===== src/dual_port_ram_command_mailbox_defines.svh =====
// Assertion macros shared by the mailbox queue and executor RTL files.
`ifndef DUAL_PORT_RAM_COMMAND_MAILBOX_DEFINES_SVH
`define DUAL_PORT_RAM_COMMAND_MAILBOX_DEFINES_SVH
`ifndef SYNTHESIS
`define DPRCM_ASSERT(lbl, clk, rst_n, prop, msg) \
    lbl: assert property (@(posedge clk) disable iff (!rst_n) prop) else $error(msg);
`define DPRCM_ASSERT_RST(lbl, clk, rst_n, prop, msg) \
    lbl: assert property (@(posedge clk) !rst_n |=> prop) else $error(msg);
`else
`define DPRCM_ASSERT(lbl, clk, rst_n, prop, msg)
`define DPRCM_ASSERT_RST(lbl, clk, rst_n, prop, msg)
`endif
`endif


===== src/dprcm_pkg.sv =====
// Types, constants and helper functions of the shared RAM command mailbox.
`default_nettype none
package dprcm_pkg;

    localparam int RAM_BYTES    = 16384;
    localparam int RAM_AW       = $clog2(RAM_BYTES);
    localparam int MAX_CPUS     = 4;
    localparam int CPU_ID_W     = $clog2(MAX_CPUS);
    localparam int CPU_COUNT_W  = 3;
    localparam int OFFSET_W     = 20;
    localparam int OFFSET_SHIFT = 6;
    localparam int BYTE_W       = 8;
    localparam int IN_TDATA_W   = 32;
    localparam int OUT_TDATA_W  = 16;
    // Queue depth must be a power of two so that the pointers wrap by themselves.
    localparam int QUEUE_DEPTH  = 2;
    localparam int QUEUE_AW     = $clog2(QUEUE_DEPTH);
    localparam int QUEUE_CNT_W  = $clog2(QUEUE_DEPTH + 1);

    typedef logic [RAM_AW-1:0]      t_idx;
    typedef logic [BYTE_W-1:0]      t_byte;
    typedef logic [CPU_ID_W-1:0]    t_cpu_id;
    typedef logic [CPU_COUNT_W-1:0] t_cpus;

    localparam t_cpus CPU_COUNT_RESET = 3'd4;

    // Mailbox byte locations.
    localparam t_idx IDX_COUNT  = 14'h00f9;
    localparam t_idx IDX_OFFSET = 14'h00fa;
    localparam t_idx IDX_QUAL   = 14'h00fb;
    localparam t_idx IDX_DONE   = 14'h00fc;
    localparam t_idx IDX_RESP   = 14'h00fd;
    localparam t_idx IDX_CMD    = 14'h00fe;
    localparam t_idx IDX_GO     = 14'h00ff;
    localparam t_idx STAGE_BASE = 14'h3500;
    localparam t_idx JUMP_FLAG_BASE = 14'h3418;
    localparam t_idx JUMP_STRIDE    = 14'h0010;

    // Command codes and completion codes.
    localparam t_byte CMD_COPY      = 8'h01;
    localparam t_byte CMD_NOP_A     = 8'h02;
    localparam t_byte CMD_NOP_B     = 8'h03;
    localparam t_byte CMD_NOP_C     = 8'hf0;
    localparam t_byte DONE_OK       = 8'h00;
    localparam t_byte DONE_BAD_QUAL = 8'h80;
    localparam t_byte DONE_BAD_CMD  = 8'h81;

    typedef enum logic [1:0] {
        OP_READ    = 2'd0,
        OP_WRITE   = 2'd1,
        OP_WR_GO   = 2'd2,
        OP_WR_RESP = 2'd3
    } t_op;

    typedef struct packed {
        t_op     op;
        t_idx    idx;
        t_byte   data;
        t_cpu_id start;
    } t_cmd;

    // Processor qualifiers need a present processor, the others are fixed ranges.
    function automatic logic qual_ok(t_byte q, t_cpus cpus);
        logic ok;
        ok = 1'b0;
        if (q >= 8'h21 && q <= 8'h24) begin
            ok = (q - 8'h20) <= {5'd0, cpus};
        end else if ((q >= 8'h01 && q <= 8'h2a) || (q >= 8'h31 && q <= 8'h33) ||
                     (q >= 8'h3b && q <= 8'h3f)) begin
            ok = 1'b1;
        end
        return ok;
    endfunction

endpackage
`default_nettype wire


===== src/dprcm_front.sv =====
// Front end: takes bus beats, maps the offset to a RAM index and classifies the access.
`default_nettype none
module dprcm_front (
    input  wire logic                                s_axis_tvalid,
    output logic                                     s_axis_tready,
    input  wire logic [dprcm_pkg::IN_TDATA_W-1:0]    s_axis_tdata,
    input  wire logic [0:0]                          s_axis_tuser,
    input  wire dprcm_pkg::t_cpus                    i_cpu_count,
    input  wire logic                                i_clearing,
    input  wire logic                                i_full,
    output logic                                     o_push,
    output dprcm_pkg::t_cmd                          o_cmd
);

    logic                                   mode;
    logic [dprcm_pkg::OFFSET_W-1:0]         offset;
    dprcm_pkg::t_idx                        idx;
    dprcm_pkg::t_byte                       wdata;
    logic [dprcm_pkg::MAX_CPUS-1:0]         waiting;
    dprcm_pkg::t_cpu_id                     start_req;

    assign mode    = s_axis_tuser[0];
    assign offset  = s_axis_tdata[dprcm_pkg::OFFSET_W-1:0];
    assign wdata   = s_axis_tdata[dprcm_pkg::OFFSET_W +: dprcm_pkg::BYTE_W];
    assign waiting = s_axis_tdata[dprcm_pkg::OFFSET_W + dprcm_pkg::BYTE_W +: dprcm_pkg::MAX_CPUS];
    assign idx     = offset[dprcm_pkg::OFFSET_W-1:dprcm_pkg::OFFSET_SHIFT];

    // Each secondary processor has a jump flag; a write to it may start that processor.
    always_comb begin
        start_req = '0;
        for (int n = 1; n < dprcm_pkg::MAX_CPUS; n++) begin
            if (mode && idx == dprcm_pkg::JUMP_FLAG_BASE +
                    dprcm_pkg::t_idx'(n) * dprcm_pkg::JUMP_STRIDE &&
                    dprcm_pkg::t_cpus'(n) < i_cpu_count && waiting[n]) begin
                start_req = dprcm_pkg::t_cpu_id'(n);
            end
        end
    end

    always_comb begin
        o_cmd.idx   = idx;
        o_cmd.data  = wdata;
        o_cmd.start = start_req;
        priority if (!mode) begin
            o_cmd.op = dprcm_pkg::OP_READ;
        end else if (idx == dprcm_pkg::IDX_GO) begin
            o_cmd.op = dprcm_pkg::OP_WR_GO;
        end else if (idx == dprcm_pkg::IDX_RESP) begin
            o_cmd.op = dprcm_pkg::OP_WR_RESP;
        end else begin
            o_cmd.op = dprcm_pkg::OP_WRITE;
        end
    end

    assign s_axis_tready = !i_full && !i_clearing;
    assign o_push        = s_axis_tvalid && s_axis_tready;

endmodule
`default_nettype wire


===== config.mk =====
export PLATFORM = sky130hd
export DESIGN_NAME = dprcm_front
export DESIGN_NICKNAME = d
export VERILOG_FILES = /design/src/dual_port_ram_command_mailbox_defines.svh /design/src/dprcm_pkg.sv /design/src/dprcm_front.sv
export SDC_FILE = /design/constraint.sdc
export NUM_CORES = 1
export LEC_CHECK = 0
export BUFFER_PORTS_ARGS = -buffer_cell sky130_fd_sc_hd__buf_4
export CORE_AREA = 2 2 39 41
export DETAILED_ROUTE_END_ITERATION = 7
export DIE_AREA = 0 0 41 43
export PLACE_DENSITY_LB_ADDON = 0.1
export SKIP_LAST_GASP = 1
export SYNTH_ARGS = -nofsm -noshare
export SYNTH_HDL_FRONTEND = slang
export SYNTH_SLANG_ARGS = --single-unit

===== constraint.sdc =====
create_clock -name vclk -period 1.46
set_input_delay 0.365 -clock vclk [all_inputs]
set_output_delay 0.365 -clock vclk [all_outputs]
set_load 0.005 [all_outputs]

# == Word level (Yosys, flattened, before mapping) ==
# Cells that the tools add are included.
# word_totals
reg_bits,0
inputBits,39
output_inout_bits,28
wordCells,27
# classes
order_cmp,3
n_eq_ne,5
mux,6
n_reduce_logical,13
# op_table
cell,n
"== test 14 bit, second input constant",3
"== test 14 x 8 -> 1 bit, second input constant",2
logical AND 1 bit,11
2-to-1 mux 2 bit,5
"less-than comparator 2 x 3 -> 1 bit, first input constant",2
"less-than comparator 1 x 3 -> 1 bit, first input constant",1
zero test 1 bit,2
2-to-1 mux 1 bit,1

# == Longest topological paths before layout ==
# depth
ltp_word,7
mapped_depth,3
mapped_depth_nobuf,3

# == Worst setup path after synthesis ==
# OpenSTA, ideal clock, no wires.
# synth_timing
path_type,input port to output port
startpoint,in s_axis_tdata[19] (netlist bit)
endpoint,out o_cmd[25] (netlist bit)
arrival_time_ns,0.990
required_time_ns,1.095
slack_ns,0.105
cell_stages,3
path_buffers,0
cell_sequence,nand4b_1 -> nor4b_2 -> and3_1
# synth_rtl
item,line,rtl
start: declaration,dprcm_front.sv:6,"input wire logic [dprcm_pkg::IN_TDATA_W-1:0] s_axis_tdata,"
end: declaration,dprcm_front.sv:12,output dprcm_pkg::t_cmd o_cmd

==> impl_metrics.csv <==
group,metric,value,unit
global_route,grt_pass1_wl,1421,µm
detailed_routing,vias,372,
final_layout,clkbuf_count,0,
sta,slew_headroom,0.8492,
critical_path,worstSetupPathType,"input pin to output port",
global_route,globalRouteTotalUtil,0.1049,
status,status,"complete, but fails checks",
floorplan,fp.dieW,41,µm
placement,place_worst_setup_slack,-0.1560,ns
critical_path,path_max_fanout,2,
final_layout,area_growth,86.35,%
synth,synth_area_per_cell,7.245,µm²
power,leakagePower,0.2844,nW
sta,tightestPinTransition,0.2256,ns
sta,setup_viol,4,
global_route,grt_pass1_vias,348,
sta,fin_crit_sh,1.080,
placement,gp_congestion,0.6906,
synth,synth.distinct_cells,15,
synth,syn_nets,82,
power,power.total,135.8,µW
floorplan,start_util,0.2251,
sta,rsz0062_at_grt,"true",
global_route,grt-ovfl-total,0,
synth,yosysWarnings,0,
final_layout,nets,109,
final_layout,regArea,0,µm²
detailed_routing,drc_errors,0,
final_layout,final_cell_mix,"42 x buf_4, 4 x buf_6, 3 x nand4b_1, 3 x nor4b_2, 3 x a21oi_1",
placement,portBuffers,44,
sta,min_period,1.577,ns
synth,synthTopCellsByArea,"buf_4 53%, nand4b_1 8.4%, nor4b_1 8.4%, a21oi_1 4.8%, nor4b_2 4.8%",
status,violations,"setup timing",
floorplan,core-area,1384,µm²
final_layout,final_common_cell,"buf_4",
job,drv_cap,0,
final_layout,post-route-util,0.4195,
detailed_routing,drtPass1Iterations,1,
global_route,grt_start_max_net_pins,6,
power,vdd_drop_max,83.32,µV
worst_hold_path,hold_class,"input pin to output port",
sta,setup_slack,-0.1165,ns
synth,netlist.area_leader.share,0.5301,
synth,ys_seq_area_frac,0,
detailed_routing,drt_iter0_markers,0,
floorplan,fp-row-count,14,
critical_path,cp.required,1.10,ns
detailed_routing,avgViaCountPerCell,4.429,
global_route,antenna_found_initial,0,
sta,tns,-0.3017,ns
power,p_per_area,233.8,nW/µm²
sta,drv_slew,0,
synth,synth_cells,43,
critical_path,setup.worst_path.end_class,"output port",
floorplan,ioPinCount,67,
detailed_routing,wl_per_cell,11.71,µm
sta,clock.fmax,634.3,MHz
critical_path,crit_path_start_kind,"input pin",
synth,synth_top_cell_by_area,"buf_4",
critical_path,arrival,1.21,ns
synth,syn_area,311.5,µm²
final_layout,antenna_cells,0,
floorplan,dieHeight,43,µm
detailed_routing,drtAntennaViolNets,0,
final_layout,drive_above_1_share,0.7647,
placement,place_hpwl,854.1,µm
final_layout,flops_and_latches,0,
sta,finalHoldViolations,0,
floorplan,die_area,1763,µm²
detailed_routing,finalWirelength,984,µm
[path summary, 6_finish.rpt]
kind	from	end	slack, ns	cells after the start
max	s_axis_tdata[19]	o_cmd[25]	-0.12	5
min	s_axis_tdata[26]	o_cmd[8]	0.73	0
[cells by family (layout without fill, tap and decap cells)]
family / after synthesis / after routing / share of synthesized area
AO/OA/AOI/OAI: 5 / 5 / 0.09238
buffers and inverters: 23 / 48 / 0.5422
AND/OR/NAND/NOR: 15 / 15 / 0.3655
[report_power, final]
group	switching, mW	internal (mW)	leakage (nW)
clock network	0	0	0
registers	0	0	0
logic	0.0446	0.0912	0.284
[critical path, stage by stage]
cell      delay (ns)
buf_6           0.09
nand4b_1        0.17
nor4b_2         0.29
and3_1          0.19
buf_4           0.10
[per-stage QoR]
stage / hold WS (ns) / instances / area, µm²
after CTS: 0.7300 / 84 / 568.0
after floorplan: 0.7616 / 43 / 311.5
after global placement: 0.7300 / 83 / 511.7
after global routing: 0.7300 / 84 / 580.6
final: 0.7300 / 84 / 580.6
after detailed placement: 0.7300 / 83 / 511.7
[layout make-up]
class | instances | area (µm²)
Inverter | 1 | 3.754
Fill cell | 157 | 803.3
Multi-Input combinational cell | 20 | 181.4
Tap cell | 16 | 20.02
Timing Repair Buffer | 47 | 375.4
[Yosys cell counts]
| master | number |
|---|---|
| buf_4 | 22 |
| a21oi_1 | 3 |
| nand4b_1 | 3 |
| nor4b_1 | 3 |
| and3_1 | 2 |
| a31oi_1 | 1 |
| and2_1 | 1 |
| inv_1 | 1 |
| nand3_1 | 1 |
| nand4_1 | 1 |
| nor2_1 | 1 |
| nor3_1 | 1 |
| nor3b_1 | 1 |
| nor4b_2 | 1 |
| o211ai_1 | 1 |
[routing by layer]
| metal | GRT usage | vias up | routed length (µm) |
|---|---|---|---|
| met3 | 0.02094 | 0 | 171 |
| met4 | 0 | 0 | 0 |
| met1 | 0.1139 | 155 | 297 |
| met2 | 0.2031 | 31 | 515 |
| li1 | - | 186 | - |
| met5 | 0 | - | 0 |
[repair_timing]
action | 4_1_cts | 5_1_grt
pin swaps | 9 | 5
endpoints found under the setup margin | 4 | 4
endpoints found under the hold margin | 0 | 0
hold buffers | 0 | 0
setup buffers | 1 | 0
resized for setup | 10 | 2
Power figures use the tool's default switching activity.
