**config.mk**
```make
export PLATFORM = sky130hd
export DESIGN_NAME = dprcm_fifo
export DESIGN_NICKNAME = d
export VERILOG_FILES = /design/src/dprcm_pkg.sv /design/src/dprcm_fifo.sv
export VERILOG_INCLUDE_DIRS = /design/src /design/src/src
export SDC_FILE = /design/constraint.sdc
export NUM_CORES = 1
export LEC_CHECK = 0
export BUFFER_PORTS_ARGS = -buffer_cell sky130_fd_sc_hd__buf_2
export CAP_MARGIN = 0
export CORE_UTILIZATION = 53
export CTS_BUF_LIST = sky130_fd_sc_hd__clkbuf_2 sky130_fd_sc_hd__clkbuf_4 sky130_fd_sc_hd__clkbuf_8
export DETAILED_ROUTE_END_ITERATION = 8
export PLACE_DENSITY = 0.87
export SETUP_SLACK_MARGIN = 0.3
export SYNTH_ARGS = -nofsm -noshare
export SYNTH_HDL_FRONTEND = slang
export SYNTH_SLANG_ARGS = --single-unit
```
**constraint.sdc**
```tcl
create_clock -name i_clk -period 2.6 [get_ports i_clk]
set_input_delay 0.39 -clock i_clk [delete_from_list [all_inputs] [get_ports i_clk]]
set_output_delay 0.39 -clock i_clk [all_outputs]
set_load 0.01 [all_outputs]
```
**src/dual_port_ram_command_mailbox_defines.svh**
```systemverilog
// Assertion macros shared by the mailbox queue and executor RTL files.
`ifndef DUAL_PORT_RAM_COMMAND_MAILBOX_DEFINES_SVH
`define DUAL_PORT_RAM_COMMAND_MAILBOX_DEFINES_SVH
`ifndef SYNTHESIS
`define DPRCM_ASSERT(lbl, clk, rst_n, prop, msg) \
    lbl: assert property (@(posedge clk) disable iff (!rst_n) prop) else $error(msg);
`define DPRCM_ASSERT_RST(lbl, clk, rst_n, prop, msg) \
    lbl: assert property (@(posedge clk) !rst_n |=> prop) else $error(msg);
`else
`define DPRCM_ASSERT(lbl, clk, rst_n, prop, msg)
`define DPRCM_ASSERT_RST(lbl, clk, rst_n, prop, msg)
`endif
`endif

```
**src/dprcm_pkg.sv**
```systemverilog
// Types, constants and helper functions of the shared RAM command mailbox.
`default_nettype none
package dprcm_pkg;

    localparam int RAM_BYTES    = 16384;
    localparam int RAM_AW       = $clog2(RAM_BYTES);
    localparam int MAX_CPUS     = 4;
    localparam int CPU_ID_W     = $clog2(MAX_CPUS);
    localparam int CPU_COUNT_W  = 3;
    localparam int OFFSET_W     = 20;
    localparam int OFFSET_SHIFT = 6;
    localparam int BYTE_W       = 8;
    localparam int IN_TDATA_W   = 32;
    localparam int OUT_TDATA_W  = 16;
    // Queue depth must be a power of two so that the pointers wrap by themselves.
    localparam int QUEUE_DEPTH  = 2;
    localparam int QUEUE_AW     = $clog2(QUEUE_DEPTH);
    localparam int QUEUE_CNT_W  = $clog2(QUEUE_DEPTH + 1);

    typedef logic [RAM_AW-1:0]      t_idx;
    typedef logic [BYTE_W-1:0]      t_byte;
    typedef logic [CPU_ID_W-1:0]    t_cpu_id;
    typedef logic [CPU_COUNT_W-1:0] t_cpus;

    localparam t_cpus CPU_COUNT_RESET = 3'd4;

    // Mailbox byte locations.
    localparam t_idx IDX_COUNT  = 14'h00f9;
    localparam t_idx IDX_OFFSET = 14'h00fa;
    localparam t_idx IDX_QUAL   = 14'h00fb;
    localparam t_idx IDX_DONE   = 14'h00fc;
    localparam t_idx IDX_RESP   = 14'h00fd;
    localparam t_idx IDX_CMD    = 14'h00fe;
    localparam t_idx IDX_GO     = 14'h00ff;
    localparam t_idx STAGE_BASE = 14'h3500;
    localparam t_idx JUMP_FLAG_BASE = 14'h3418;
    localparam t_idx JUMP_STRIDE    = 14'h0010;

    // Command codes and completion codes.
    localparam t_byte CMD_COPY      = 8'h01;
    localparam t_byte CMD_NOP_A     = 8'h02;
    localparam t_byte CMD_NOP_B     = 8'h03;
    localparam t_byte CMD_NOP_C     = 8'hf0;
    localparam t_byte DONE_OK       = 8'h00;
    localparam t_byte DONE_BAD_QUAL = 8'h80;
    localparam t_byte DONE_BAD_CMD  = 8'h81;

    typedef enum logic [1:0] {
        OP_READ    = 2'd0,
        OP_WRITE   = 2'd1,
        OP_WR_GO   = 2'd2,
        OP_WR_RESP = 2'd3
    } t_op;

    typedef struct packed {
        t_op     op;
        t_idx    idx;
        t_byte   data;
        t_cpu_id start;
    } t_cmd;

    // Processor qualifiers need a present processor, the others are fixed ranges.
    function automatic logic qual_ok(t_byte q, t_cpus cpus);
        logic ok;
        ok = 1'b0;
        if (q >= 8'h21 && q <= 8'h24) begin
            ok = (q - 8'h20) <= {5'd0, cpus};
        end else if ((q >= 8'h01 && q <= 8'h2a) || (q >= 8'h31 && q <= 8'h33) ||
                     (q >= 8'h3b && q <= 8'h3f)) begin
            ok = 1'b1;
        end
        return ok;
    endfunction

endpackage
`default_nettype wire

```
**src/dprcm_fifo.sv**
```systemverilog
// Short queue of decoded accesses between the front end and the executor.
`default_nettype none
`include "dual_port_ram_command_mailbox_defines.svh"
module dprcm_fifo (
    input  wire logic            i_clk,
    input  wire logic            i_rst_n,
    input  wire logic            i_push,
    input  wire dprcm_pkg::t_cmd i_cmd,
    output logic                 o_full,
    input  wire logic            i_pop,
    output logic                 o_valid,
    output dprcm_pkg::t_cmd      o_cmd
);

    dprcm_pkg::t_cmd                    r_entries [dprcm_pkg::QUEUE_DEPTH];
    logic [dprcm_pkg::QUEUE_AW-1:0]     r_wr_ptr;
    logic [dprcm_pkg::QUEUE_AW-1:0]     r_rd_ptr;
    logic [dprcm_pkg::QUEUE_CNT_W-1:0]  r_count;
    logic [dprcm_pkg::QUEUE_CNT_W-1:0]  n_count;
    logic                               do_push;
    logic                               do_pop;

    assign o_full  = r_count == dprcm_pkg::QUEUE_CNT_W'(dprcm_pkg::QUEUE_DEPTH);
    assign o_valid = r_count != '0;
    assign o_cmd   = r_entries[r_rd_ptr];
    assign do_push = i_push && !o_full;
    assign do_pop  = i_pop && o_valid;

    always_comb begin
        unique case ({do_push, do_pop})
            2'b10:   n_count = r_count + 1'b1;
            2'b01:   n_count = r_count - 1'b1;
            default: n_count = r_count;
        endcase
    end

    always_ff @(posedge i_clk) begin
        if (!i_rst_n) begin
            r_wr_ptr <= '0;
            r_rd_ptr <= '0;
            r_count  <= '0;
        end else begin
            r_count <= n_count;
            if (do_push) begin
                r_wr_ptr <= r_wr_ptr + 1'b1;
            end
            if (do_pop) begin
                r_rd_ptr <= r_rd_ptr + 1'b1;
            end
        end
    end

    always_ff @(posedge i_clk) begin
        if (do_push) begin
            r_entries[r_wr_ptr] <= i_cmd;
        end
    end

    `DPRCM_ASSERT(a_count_bound, i_clk, i_rst_n, r_count <= dprcm_pkg::QUEUE_CNT_W'(dprcm_pkg::QUEUE_DEPTH), "queue count beyond depth")
    `DPRCM_ASSERT(a_pop_nonempty, i_clk, i_rst_n, i_pop |-> (r_count != '0), "pop from an empty queue")

endmodule
`default_nettype wire

```
# Yosys cells after proc, flatten, opt, wreduce, memory -nomap -nowiden
# Memory sizes are Yosys's and may differ from the RTL's. A register that Yosys moved wholly into a read port is not among the register bits.
# Index checks and enable logic that the tools add are counted.
[op_classes]
n_reduce_logical = 5
n_eq_ne = 3
muxes = 5
addsub = 4
[op_table]
columns = ["cell", "count"]
rows = [
  ["equality test 2 bit, second input constant", 2],
  ["2-to-1 mux 1 bit", 4],
  ["one-hot mux 2 bit (2 select lines)", 1],
  ["nonzero test 2 bit", 2],
  ["adder 1 bit, second input constant", 2],
  ["adder 2 x 1 -> 2 bit, second input constant", 1],
  ["equality test 2 x 1 -> 1 bit, second input constant", 1],
  ["logical AND 1 bit", 2],
  ["subtractor 2 x 1 -> 2 bit, second input constant", 1],
  ["zero test 1 bit", 1],
]
[totals]
ramBits = 52
memories = 1
register_bits = 4
[memory_table]
columns = ["memory", "words", "word_bits", "rd", "rd_clocked_by_memory_dff", "wr", "line_no", "text"]
rows = [
  ["r_entries", 2, 26, 1, 1, 1, "dprcm_fifo.sv:15", "dprcm_pkg::t_cmd r_entries [dprcm_pkg::QUEUE_DEPTH];"],
]

# Depth between registers and ports, before layout
[logic_depth]
ltp_word = 5
ltp_mapped = 6
depth_no_buf = 6

# Worst setup path before layout
# No wires, ideal clock.
[synth_path]
kind = "register -> register"
startpoint = "register r_count[0] (netlist name)"
endpoint = "memory r_entries[0][0] (netlist name), enable pin"
path_slack_ps = 784
path_buffers = 0
t_required_ps = 2219
stages_incl_launch_ff = 5
synth_period_minus_slack_ps = 1816
arrival_ps = 1436
cell_sequence = "dfxtp_1 > nand2b_2 > inv_2 > or3_1 > inv_1"
[synth_via]
elab_chain_len = 5
[synth_lines]
columns = ["item", "line_no", "text"]
rows = [
  ["from (decl)", "dprcm_fifo.sv:18", "logic [dprcm_pkg::QUEUE_CNT_W-1:0] r_count;"],
  ["from (signal assigned)", "dprcm_fifo.sv:43", "r_count <= n_count;"],
  ["equality test 2 bit", "dprcm_fifo.sv:23", "assign o_full = r_count == dprcm_pkg::QUEUE_CNT_W'(dprcm_pkg::QUEUE_DEPTH);"],
  ["via o_full", "dprcm_fifo.sv:9", "output logic o_full,"],
  ["zero test 1 bit", "dprcm_fifo.sv:26", "assign do_push = i_push && !o_full;"],
  ["logical AND 1 bit", "dprcm_fifo.sv:26", ""],
  ["2-to-1 mux 1 bit", "dprcm_fifo.sv:54", "if (do_push) begin"],
  ["2-to-1 mux 1 bit (implied by the code)", "dprcm_fifo.sv:55", "r_entries[r_wr_ptr] <= i_cmd;"],
  ["to (decl)", "dprcm_fifo.sv:15", ""],
]
# The timed path passes the listed nets, and every way through them passes these cells.

# Final worst setup path
[layout_path]
startpoint = "register r_count[0] (netlist name)"
endpoint = "memory r_entries[0][19] (netlist name), enable pin"
[layout_via]
elab_chain_len = 5
[layout_lines]
columns = ["item", "line_no"]
rows = [
  ["equality test 2 bit", "dprcm_fifo.sv:23"],
  ["zero test 1 bit", "dprcm_fifo.sv:26"],
  ["logical AND 1 bit", "dprcm_fifo.sv:26"],
  ["2-to-1 mux 1 bit", "dprcm_fifo.sv:54"],
  ["2-to-1 mux 1 bit (implied by the code)", "dprcm_fifo.sv:55"],
]
# Every way passes these cells.

==> impl_metrics.yaml <==
critical_path:
  critPathArrivalTime_ps: 2040
  cp_data_required_time_ps: 2620
  crit_fanout: 14
  path_buf_inv: 3
  critical_path.max_stage_delay_ps: 420
  critical_path_class: "reg -> reg"
  end_kind: "flop"
  crit_family: "buffers and inverters"
  slowest_stage: "dfxtp_1"
  path_cells: "nand2b_2 > inv_2 > or3_1 > inv_1 > buf_4"
  critPathLaunchType: "flop"
global_route:
  use_met3_pct: 10.2
  grt-busiest-layer: "met2"
  use_met2_pct: 29.4
  grt_pass1_wl_mm: 5.64
  grt_max_degree: 15
  globalRouteMet1Util_pct: 24.1
  antenna_found_initial: 0
  grt_pass1_vias: 1167
  grt_util_all_layers_pct: 19.6
  overflow: 0
timing:
  setup_ws_ps: 581
  clock.fmax_ghz: 0.495
  fin_setup_tns_ps: 0
  skew_ps: 4.52
  finalHoldViolCount: 0
  setup_viol: 0
  final_period_minus_worst_setup_slack_ps: 2020
  maxSlewHeadroom_pct: 61.2
  drv_slew: 0
  rsz0062_at_grt: "no"
  hold_ws_ps: 249
  tightest_slew_ps: 582
  timing.final.crit_share_pct: 77.6
logic_synthesis:
  synth.area.mux_share_pct: 13.9
  synthAdderAreaFrac_pct: 0.593
  post_synth_xor_area_fraction_pct: 1.25
  ys.flop_type: "edfxtp_1"
  synth_nets: 138
  synth_top_cell_by_area: "edfxtp_1"
  seq_area_frac_synth_pct: 78.8
  yosysUniqueCellTypes: 18
  synth-edff-count: 52
  synth.most_common_cell: "edfxtp_1"
  synth_top_family_by_area: "multiplexers"
  synth_compound_area_share_pct: 1.54
  ys_top_cells_by_count: "52 x edfxtp_1, 26 x mux2_2, 5 x dfxtp_1"
  syn_inst: 107
  netlist_area_sq_um: 2110
  synth_seq_cells: 57
  synthTopCellsByArea: "edfxtp_1 74%, mux2_2 14%, dfxtp_1 4.7%"
  yosysWarnings: 0
  synth-simple-area-share_pct: 2.67
  synth_async_sr_flop_share_pct: 0
  synth.avg_cell_area_sq_um: 19.7
  synth_top_area_share_pct: 74.1
worst_hold_path:
  worstHoldPathType: "in -> reg"
floorplanning:
  rows: 22
  die_w_um: 65.1
  die_h_um: 65.1
  ioPinCount: 58
  core_sq_um: 3740
  initial_core_util_pct: 56.3
  dieArea_sq_um: 4230
cts:
  cts_tree: "built"
  cts-root-buf: "clkbuf_8"
  cts_buffers: 9
  post_cts.repair.setup_buffers: 0
  htree_levels: 3
  cts.path.max_buffers: 2
  postCtsHoldBufs: 0
  clock_sinks: 57
  cts_resized: 0
  path_clk_slew_ps: 60
  clk_latency_ps: 330
detailed_routing:
  vias_per_cell: 5.07
  ant_nets: 0
  drt_iter0_drc: 31
  firstDrtPassIters: 4
  avgRoutedWirePerCell_um: 15.9
  via_count: 1162
  route.detailed.drc: 0
  postRouteWirelength_mm: 3.64
pwr:
  p_per_area_nw_per_um2: 1050
  ir_drop_mv: 0.665
  p_leak_nw: 1.05
layout:
  area_delta_synth_final_pct: 27.5
  nets: 207
  drive_gt1_share_pct: 58.0
  n_antenna_cell: 0
flow_run:
  max-cap-violations: 0
placement:
  hpwl_mm: 2.47
  place_congestion: 0.670
  io_buffers: 57
  dp_slack_ps: 578
run_status:
  status: "complete, no violations"
-- cell type report --
cell class	instances	area, sq um
Sequential cell	57	1660
Fill cell	244	1060
Multi-Input combinational cell	44	420
Timing Repair Buffer	61	315
Clock buffer	10	138
Clock inverter	6	81.3
Tap cell	48	60.1
Inverter	3	11.3
-- worst paths after layout --
path,endpoint,start,cells past startpoint,slack [ps]
setup / recovery,r_entries[0][19]$_DFFE_PP_,r_count[0]$_SDFFE_PN0P_,5,580
hold / removal,r_entries[0][13]$_DFFE_PP_,i_cmd[13],1,250
setup reg to reg,r_entries[0][19]$_DFFE_PP_,r_count[0]$_SDFFE_PN0P_,5,580
hold reg to reg,r_wr_ptr$_SDFFE_PN0P_,r_wr_ptr$_SDFFE_PN0P_,2,500
-- power breakdown --
part / switching (W) / internal, W / total [W] / leakage (nW)
combinational: 0.000372 / 0.000357 / 0.000729 / 0.409
sequential: 0.0000537 / 0.00116 / 0.00122 / 0.528
clock: 0.000326 / 0.000558 / 0.000883 / 0.110
-- kinds of logic (layout without fill, tap and decap cells) --
kind of cell	after synthesis	after routing
buffers and inverters	6	80
AOI/OAI and AO/OA	5	5
xor gates and xnor gates	3	3
muxes	26	26
and+or+nand+nor	9	9
adders and majority gates	1	1
DFF	57	57
-- registers in the layout, indices dropped and copies added (netlist names), named ones only --
register   count
r_count        2
r_wr_ptr       1
r_entries     52
r_rd_ptr       1
-- per-layer routing --
layer | share of wire (%) | wire [um] | vias to the layer above
met1 | 41 | 1490 | 569
met3 | 6.8 | 249 | 6
li1 | - | - | 544
met2 | 51 | 1860 | 43
met4 | 1.1 | 40 | 0
met5 | 0 | 0 | -
-- per-stage QoR --
stage / utilization [%] / total power (W) / cell area, sq um / instances
after floorplan: - / 0.00169 / 2110 / 107
after global placement: 65.9 / 0.00192 / 2470 / 213
after detailed placement: 65.9 / 0.00197 / 2470 / 213
after CTS: 71.8 / 0.00286 / 2690 / 229
after global routing: 71.8 / 0.00296 / 2690 / 229
final: 71.8 / 0.00283 / 2690 / 229
-- cell usage in the layout (no fill, tap or decap), types with 2 or more instances in the layout --
| master | n |
|---|---|
| a21boi_1 | 2 |
| buf_2 | 57 |
| buf_4 | 4 |
| bufinv_16 | 2 |
| clkbuf_8 | 10 |
| clkinv_2 | 2 |
| dfxtp_1 | 5 |
| edfxtp_1 | 52 |
| inv_1 | 2 |
| mux2_2 | 26 |
| nor2b_1 | 2 |
| o21ai_0 | 2 |
| or3_1 | 2 |
| xnor2_1 | 3 |
No activity file was read; power rests on OpenSTA's default activity.
